<file path="config.mk">
export PLATFORM = sky130hd
export DESIGN_NAME = sata_dma_command_builder_unit
export DESIGN_NICKNAME = d
export VERILOG_FILES = /design/src/hw/rtl/sdcb_pkg.sv /design/src/hw/rtl/sdcb_ctrl.sv /design/src/hw/rtl/sdcb_datapath.sv /design/src/hw/rtl/sata_dma_command_builder_unit.sv
export SDC_FILE = /design/constraint.sdc
export NUM_CORES = 1
export LEC_CHECK = 0
export ABC_AREA = 1
export BUFFER_PORTS_ARGS = -buffer_cell sky130_fd_sc_hd__buf_2
export CAP_MARGIN = 0
export CORE_MARGIN = 5
export CORE_UTILIZATION = 35
export CTS_BUF_LIST = sky130_fd_sc_hd__clkbuf_2 sky130_fd_sc_hd__clkbuf_4 sky130_fd_sc_hd__clkbuf_8
export DETAILED_ROUTE_END_ITERATION = 10
export HOLD_SLACK_MARGIN = 0.08
export PLACE_DENSITY = 0.64
export SLEW_MARGIN = 10
export SYNTH_ARGS = -nofsm -noshare
export SYNTH_HDL_FRONTEND = slang
export SYNTH_HIERARCHICAL = 1
export SYNTH_SLANG_ARGS = --single-unit
</file>
<file path="constraint.sdc">
create_clock -name clk -period 3.7 [get_ports clk]
set_input_delay 0.555 -clock clk [delete_from_list [all_inputs] [get_ports clk]]
set_output_delay 0.555 -clock clk [all_outputs]
set_load 0.005 [all_outputs]
</file>
<file path="src/hw/rtl/sdcb_pkg.sv">
package sdcb_pkg;

    localparam int MAX_SEGMENTS_DEFAULT        = 8;
    localparam int SECTORS_PER_SEGMENT_DEFAULT = 16;

    // 512-byte sectors
    localparam int SECTOR_SHIFT = 9;

    localparam logic [31:0] VIRTUAL_OFFSET_RESET = 32'hC000_0000;

    localparam logic [5:0] CMD_READ_DMA_EXT  = 6'h25;
    localparam logic [5:0] CMD_WRITE_DMA_EXT = 6'h35;

    typedef enum logic [1:0] {
        STATUS_OK        = 2'd0,
        STATUS_NO_SLOT   = 2'd1,
        STATUS_BAD_COUNT = 2'd2
    } status_t;

    typedef struct packed {
        logic load;        // capture request
        logic check;       // pick slot, seed entry count
        logic count_step;  // one more entry needed
        logic emit_start;  // rewind for the emit pass
        logic emit;        // put out one entry word
        logic emit_err;    // put out the error word
    } dp_cmd_t;

    typedef struct packed {
        logic no_slot;
        logic bad_count;
        logic more;        // remaining sectors exceed one entry
    } dp_stat_t;

endpackage

</file>
<file path="src/hw/rtl/sdcb_ctrl.sv">
module sdcb_ctrl (
    input  logic               clk,
    input  logic               rst_n,
    input  logic               start,
    output logic               busy,
    output logic               result_strobe,
    output sdcb_pkg::dp_cmd_t  cmd,
    input  sdcb_pkg::dp_stat_t stat
);

    typedef enum logic [1:0] {
        ST_IDLE,
        ST_CHECK,
        ST_COUNT,
        ST_EMIT
    } state_t;

    state_t state_reg;
    state_t state_next;
    logic   strobe_reg;
    logic   strobe_next;

    always_comb
    begin
        cmd         = '0;
        state_next  = state_reg;
        strobe_next = 1'b0;
        case (state_reg)
            ST_IDLE:
            begin
                if (start)
                begin
                    cmd.load   = 1'b1;
                    state_next = ST_CHECK;
                end
            end
            ST_CHECK:
            begin
                cmd.check = 1'b1;
                if (stat.no_slot || stat.bad_count)
                begin
                    cmd.emit_err = 1'b1;
                    strobe_next  = 1'b1;
                    state_next   = ST_IDLE;
                end
                else
                begin
                    state_next = ST_COUNT;
                end
            end
            ST_COUNT:
            begin
                if (stat.more)
                begin
                    cmd.count_step = 1'b1;
                end
                else
                begin
                    cmd.emit_start = 1'b1;
                    state_next     = ST_EMIT;
                end
            end
            ST_EMIT:
            begin
                cmd.emit    = 1'b1;
                strobe_next = 1'b1;
                if (!stat.more)
                begin
                    state_next = ST_IDLE;
                end
            end
            default:
            begin
                state_next = ST_IDLE;
            end
        endcase
    end

    always_ff @(posedge clk or negedge rst_n)
    begin
        if (!rst_n)
        begin
            state_reg  <= ST_IDLE;
            strobe_reg <= 1'b0;
        end
        else
        begin
            state_reg  <= state_next;
            strobe_reg <= strobe_next;
        end
    end

    assign busy          = (state_reg != ST_IDLE);
    assign result_strobe = strobe_reg;

endmodule

</file>
<file path="src/hw/rtl/sdcb_datapath.sv">
module sdcb_datapath #(
    parameter int MAX_SEGMENTS        = sdcb_pkg::MAX_SEGMENTS_DEFAULT,
    parameter int SECTORS_PER_SEGMENT = sdcb_pkg::SECTORS_PER_SEGMENT_DEFAULT
) (
    input  logic               clk,
    input  logic               rst_n,
    input  sdcb_pkg::dp_cmd_t  cmd,
    output sdcb_pkg::dp_stat_t stat,
    input  logic               cfg_write,
    input  logic [31:0]        cfg_data,
    input  logic               mode,
    input  logic [31:0]        start_sector,
    input  logic [15:0]        sector_count,
    input  logic [31:0]        buffer_address,
    input  logic [31:0]        active_slots,
    input  logic [31:0]        issued_slots,
    output logic [1:0]         status,
    output logic [4:0]         slot,
    output logic [5:0]         command_code,
    output logic [31:0]        fis_sector,
    output logic [15:0]        fis_count,
    output logic [3:0]         entry_total,
    output logic [2:0]         entry_index,
    output logic [31:0]        segment_address,
    output logic [12:0]        byte_count_less_one,
    output logic               last
);

    localparam int SEGW = $clog2(MAX_SEGMENTS + 1);
    localparam int IDXW = (MAX_SEGMENTS > 1) ? $clog2(MAX_SEGMENTS) : 1;
    localparam int MAX_SECTORS = MAX_SEGMENTS * SECTORS_PER_SEGMENT;
    localparam logic [15:0] SPS = 16'(SECTORS_PER_SEGMENT);
    localparam logic [31:0] SEG_BYTES = 32'(SECTORS_PER_SEGMENT) << sdcb_pkg::SECTOR_SHIFT;

    logic [31:0]     voff_reg;
    logic            mode_reg;
    logic [31:0]     lba_reg;
    logic [15:0]     count_reg;
    logic [31:0]     base_reg;
    logic [31:0]     mask_reg;
    logic [4:0]      slot_reg;
    logic [15:0]     rem_reg;
    logic [SEGW-1:0] segs_reg;
    logic [IDXW-1:0] idx_reg;
    logic [31:0]     addr_reg;

    logic [1:0]      status_reg;
    logic [4:0]      slot_out_reg;
    logic [5:0]      code_reg;
    logic [31:0]     fis_sector_reg;
    logic [15:0]     fis_count_reg;
    logic [3:0]      total_reg;
    logic [2:0]      index_reg;
    logic [31:0]     seg_addr_reg;
    logic [12:0]     bcl1_reg;
    logic            last_reg;

    logic [4:0]      slot_next;
    logic [15:0]     secs;
    logic [24:0]     bytes;

    // lowest slot clear in both masks
    always_comb
    begin
        slot_next = '0;
        for (int k = 31; k >= 0; k--)
        begin
            if (!mask_reg[k])
            begin
                slot_next = 5'(k);
            end
        end
    end

    assign stat.no_slot   = &mask_reg;
    assign stat.bad_count = (count_reg == 16'd0) || (17'(count_reg) > 17'(MAX_SECTORS));
    assign stat.more      = (rem_reg > SPS);

    assign secs  = stat.more ? SPS : rem_reg;
    assign bytes = {secs, {sdcb_pkg::SECTOR_SHIFT{1'b0}}} - 25'd1;

    always_ff @(posedge clk or negedge rst_n)
    begin
        if (!rst_n)
        begin
            voff_reg <= sdcb_pkg::VIRTUAL_OFFSET_RESET;
        end
        else if (cfg_write)
        begin
            voff_reg <= cfg_data;
        end
    end

    always_ff @(posedge clk)
    begin
        if (cmd.load)
        begin
            mode_reg  <= mode;
            lba_reg   <= start_sector;
            count_reg <= sector_count;
            base_reg  <= buffer_address - voff_reg;
            mask_reg  <= active_slots | issued_slots;
        end
        if (cmd.check)
        begin
            slot_reg <= slot_next;
            rem_reg  <= count_reg;
            segs_reg <= SEGW'(1);
        end
        if (cmd.count_step)
        begin
            rem_reg  <= rem_reg - SPS;
            segs_reg <= segs_reg + SEGW'(1);
        end
        if (cmd.emit_start)
        begin
            rem_reg  <= count_reg;
            idx_reg  <= '0;
            addr_reg <= base_reg;
        end
        if (cmd.emit)
        begin
            rem_reg  <= rem_reg - SPS;
            idx_reg  <= idx_reg + IDXW'(1);
            addr_reg <= addr_reg + SEG_BYTES;

            status_reg     <= sdcb_pkg::STATUS_OK;
            slot_out_reg   <= slot_reg;
            code_reg       <= mode_reg ? sdcb_pkg::CMD_WRITE_DMA_EXT
                                       : sdcb_pkg::CMD_READ_DMA_EXT;
            fis_sector_reg <= lba_reg;
            fis_count_reg  <= count_reg;
            total_reg      <= 4'(segs_reg);
            index_reg      <= 3'(idx_reg);
            seg_addr_reg   <= addr_reg;
            bcl1_reg       <= bytes[12:0];
            last_reg       <= !stat.more;
        end
        if (cmd.emit_err)
        begin
            status_reg     <= stat.no_slot ? sdcb_pkg::STATUS_NO_SLOT
                                           : sdcb_pkg::STATUS_BAD_COUNT;
            slot_out_reg   <= '0;
            code_reg       <= '0;
            fis_sector_reg <= '0;
            fis_count_reg  <= '0;
            total_reg      <= '0;
            index_reg      <= '0;
            seg_addr_reg   <= '0;
            bcl1_reg       <= '0;
            last_reg       <= 1'b1;
        end
    end

    assign status              = status_reg;
    assign slot                = slot_out_reg;
    assign command_code        = code_reg;
    assign fis_sector          = fis_sector_reg;
    assign fis_count           = fis_count_reg;
    assign entry_total         = total_reg;
    assign entry_index         = index_reg;
    assign segment_address     = seg_addr_reg;
    assign byte_count_less_one = bcl1_reg;
    assign last                = last_reg;

endmodule

</file>
<file path="src/hw/rtl/sata_dma_command_builder_unit.sv">
// Builds one DMA EXT command per request: picks the lowest free command slot
// and emits one result word per scatter entry, with last set on the final
// word; a request with no free slot or a bad sector count gives a single error
// word. Result words are shown for one cycle on result_strobe and cannot be
// stalled, so the receiver must take every word as it comes. A good request
// keeps busy high through a check state, a count state in which a subtract
// loop counts the entries, then an emit state that puts out the entry words in
// order. An error request holds busy only for the check state. A new start is
// taken in the cycle the final word is on the ports. Write cfg_data via
// cfg_write only while idle.
module sata_dma_command_builder_unit #(
    parameter int MAX_SEGMENTS        = sdcb_pkg::MAX_SEGMENTS_DEFAULT,
    parameter int SECTORS_PER_SEGMENT = sdcb_pkg::SECTORS_PER_SEGMENT_DEFAULT
) (
    input  logic        clk,
    input  logic        rst_n,
    input  logic        cfg_write,
    input  logic [31:0] cfg_data,
    input  logic        start,
    output logic        busy,
    input  logic        mode,
    input  logic [31:0] start_sector,
    input  logic [15:0] sector_count,
    input  logic [31:0] buffer_address,
    input  logic [31:0] active_slots,
    input  logic [31:0] issued_slots,
    output logic        result_strobe,
    output logic [1:0]  status,
    output logic [4:0]  slot,
    output logic [5:0]  command_code,
    output logic [31:0] fis_sector,
    output logic [15:0] fis_count,
    output logic [3:0]  entry_total,
    output logic [2:0]  entry_index,
    output logic [31:0] segment_address,
    output logic [12:0] byte_count_less_one,
    output logic        last
);

    sdcb_pkg::dp_cmd_t  cmd;
    sdcb_pkg::dp_stat_t stat;

    sdcb_ctrl u_ctrl (
        .clk           (clk),
        .rst_n         (rst_n),
        .start         (start),
        .busy          (busy),
        .result_strobe (result_strobe),
        .cmd           (cmd),
        .stat          (stat)
    );

    sdcb_datapath #(
        .MAX_SEGMENTS        (MAX_SEGMENTS),
        .SECTORS_PER_SEGMENT (SECTORS_PER_SEGMENT)
    ) u_datapath (
        .clk                 (clk),
        .rst_n               (rst_n),
        .cmd                 (cmd),
        .stat                (stat),
        .cfg_write           (cfg_write),
        .cfg_data            (cfg_data),
        .mode                (mode),
        .start_sector        (start_sector),
        .sector_count        (sector_count),
        .buffer_address      (buffer_address),
        .active_slots        (active_slots),
        .issued_slots        (issued_slots),
        .status              (status),
        .slot                (slot),
        .command_code        (command_code),
        .fis_sector          (fis_sector),
        .fis_count           (fis_count),
        .entry_total         (entry_total),
        .entry_index         (entry_index),
        .segment_address     (segment_address),
        .byte_count_less_one (byte_count_less_one),
        .last                (last)
    );

endmodule
</file>
==> results.yml <==
drt:
  first_pass_iters: 5
  routed_wl_um: 33070
  drc: 0
  via_count: 10290
  via_per_inst: 4.542
  ant_nets: 0
  routedWlPerCell_um: 14.59
  drtIter0Drc: 493
clocking:
  cts_root_buf: "clkbuf_8"
  cts.sinks: 309
  cts_tree: "yes"
  clkTransAtPathRegs_ns: 0.06
  clk_latency_ns: 0.61
  cts_buffers: 55
  htreeDepth: 2
  post_cts_buffers: 0
  clock_path_buffers: 3
floorplanning:
  die_h_um: 205.4
  core.rowCount: 71
  die_x_um: 205.4
  start_util_pct: 35.48
  die_area_um2: 42190
  core_um2: 37670
  pin_count: 297
setup_path:
  endpoint_kind: "flip-flop"
  crit_type: "flip-flop to flip-flop"
  r2r_start: "u_datapath/voff_reg[0]"
  worstPathArrival_ns: 3.29
  critPathRequiredTime_ns: 4.05
  path_max_fanout: 3
  r2r_cells: 18
  start_kind: "flip-flop"
  reg2reg_slack_ns: 0.77
  r2r-end: "u_datapath/base_reg[28]"
pwr:
  peakVddDrop_uv: 275.3
  p_leak_nw: 7.765
  p_int_mw: 6.163
  combinationalPowerShare_pct: 11.1
  pwr-share-clk_pct: 40.5
  p_seq_share_pct: 48.4
  p_total_mw: 8.162
  p_switching_mw: 1.999
  switching_share_pct: 24.49
  powerDensity_nw_per_um2: 480.9
global_route:
  grt_use_total_pct: 15.36
  overflow: 0
  grt_pass1_vias: 10160
  grt_max_degree: 73
  grt_first_pass_wirelength_um: 51970
  antenna_found_initial: 0
cells_and_area:
  final_nets: 1928
  drive_gt1_share_pct: 27.35
  num_antenna_cells: 0
  synthToLayoutAreaGrowth_pct: 27.00
job:
  maxCapViolations: 0
yosys:
  synth_cell_types: 55
  ys.warnings.count: 6
  netlist_area_um2: 13360
  synthFlopType: "edfxtp_1"
  yosysSeqAreaShare_pct: 60.73
  synth-edff-count: 175
  avgSynthCellArea_um2: 9.862
  syn_inst: 1355
  synth-async-reset-ratio_pct: 11.33
  yosys_register_bits: 309
placement:
  port_buffers: 294
  gp_congestion: 0.8166
  dp_hpwl_um: 23410
min_path:
  worstHoldStart: "start_sector[5]"
  hold_class: "input pin to flip-flop"
  hold_path_end: "u_datapath/lba_reg[5]"
  holdPathStages: 1
sta:
  period_share_pct: 79.28
  setup-tns-final_ns: 0
  period_needed_ns: 2.933
  setup_violations: 0
  maxSlewViolCount: 0
  fin_worst_skew_ns: 0.02973
  slew-limit-headroom_pct: 38.24
  fmax_mhz: 340.9
  hold_viol_final: 0
  worst_pin_slew_ns: 0.9251
  rsz0062_at_grt: "false"
status:
  outcome: "complete, no violations"
logic make-up after synthesis:
kind of cell | Yosys count | share of synthesized area [%]
XOR/XNOR | 40 | 2.622
AO/OA/AOI/OAI | 262 | 11.00
other | 1 | 0.02806
buffers and inverters | 186 | 5.627
adder cells (fa/ha/maj) | 38 | 3.614
flip-flops | 309 | 60.73
AND/OR/NAND/NOR | 516 | 16.13
multiplexers | 3 | 0.2434
critical path: stages, from the launching register on:
cell	delay, ns
dfrtp_1	0.38
ha_1	0.22
fa_1	0.42
o21ai_2	0.21
a21oi_2	0.08
o21bai_2	0.14
nand2_1	0.06
nand2_1	0.07
a21oi_2	0.07
o21ai_2	0.16
a21boi_2	0.11
o21ai_2	0.21
nand3_2	0.10
nand3_2	0.09
nand2_2	0.07
nand2_4	0.08
inv_2	0.04
o211ai_2	0.12
nand2_1	0.06
synthesized netlist by cell type (all sizes together), types with 6 or more instances:
cell type  instances  area, µm²
dfxtp             99       1982
a31oi             12      75.07
or2               32      200.2
xnor2             19      166.4
a21oi             77      400.4
xor2              21      183.9
buf               18      116.4
a21boi             6      67.57
inv              126      473.0
nand4             10      62.56
o21ai            153      803.3
nor3               8      45.04
nor2             207      787.0
ha                37      462.9
dfrtp             33      825.8
nand3             23      130.1
clkbuf            41      155.1
edfxtp           175       5255
nand2            226      860.8
worst max path at each step:
stage / from / end / slack, ns / cells after the start
finish: u_datapath/voff_reg[0] / u_datapath/base_reg[28] / 0.77 / 18
global route: u_datapath/voff_reg[0] / u_datapath/base_reg[28] / 0.55 / 18
CTS: u_datapath/voff_reg[0] / u_datapath/base_reg[28] / 0.72 / 18
detailed placement: buffer_address[0] / u_datapath/base_reg[28] / 0.41 / 20
global placement: buffer_address[0] / u_datapath/base_reg[28] / 0.44 / 20
floorplan: flip-flop / u_datapath/base_reg[0] / 0.35 / 4
per-stage QoR:
step	hold WS, ns	worst slack, ns	cell area (µm²)	utilization [%]	std cells
after CTS	0.08061	0.7219	16970	45.06	2266
final	0.1490	0.7666	16970	45.06	2266
after detailed placement	0.4507	0.4082	15320	40.68	2115
after floorplan	0.2594	0.3497	13370	-	1356
after global placement	0.4502	0.4360	15320	40.68	2115
after global routing	0.08949	0.5496	16970	45.06	2266
per-layer routing:
layer	global-route usage, %	vias to the layer above	part of all wire (%)
li1	-	5240	-
met1	19.25	4743	44
met2	26.08	255	47
met3	4.177	55	6.3
met4	4.545	0	2.2
met5	0	-	0
layout make-up:
type	count	area (µm²)
clock buffers	76	958.4
multi-input cells	861	4499
clock inverters	27	209.0
well taps	511	639.4
fillers	3643	20690
repair buffers	355	2062
flip-flops and latches	309	8115
inverters	127	488.0
placed cells by master (no fill, tap or decap), types with 5 or more instances in the layout:
master	synthesis	routed
dlygate4sd3_1	0	48
inv_1	120	117
clkinv_2	0	13
buf_4	13	12
buf_2	0	294
a21oi_1	73	73
or2_2	32	32
xnor2_1	19	19
nor3_1	7	7
nand4_1	10	10
a31oi_1	12	12
o21ai_2	10	10
inv_2	6	6
edfxtp_1	175	175
nand3_1	20	20
dfrtp_1	33	33
clkinv_1	0	8
xor2_1	21	21
o21ai_0	136	136
nor4_1	5	5
clkbuf_8	0	62
nand2_1	223	223
nor2_1	205	205
clkbuf_4	0	14
o21ai_1	7	7
dfxtp_1	99	99
ha_1	37	37
timing repair:
action	4_1_cts	5_1_grt
hold buffers	48	0
gates resized for setup	0	0
endpoints found under the hold margin	80	0
power by group through the flow:
stage | Clock (mW) | Sequential [mW] | Combinational [mW]
floorplan | 0 | 4.01 | 0.580
global placement | 0 | 4.01 | 0.861
detailed placement | 0 | 4.02 | 0.875
CTS | 3.43 | 3.95 | 0.922
global route | 3.59 | 3.97 | 1.04
finish | 3.30 | 3.95 | 0.909
(Power assumes the default switching activity.)
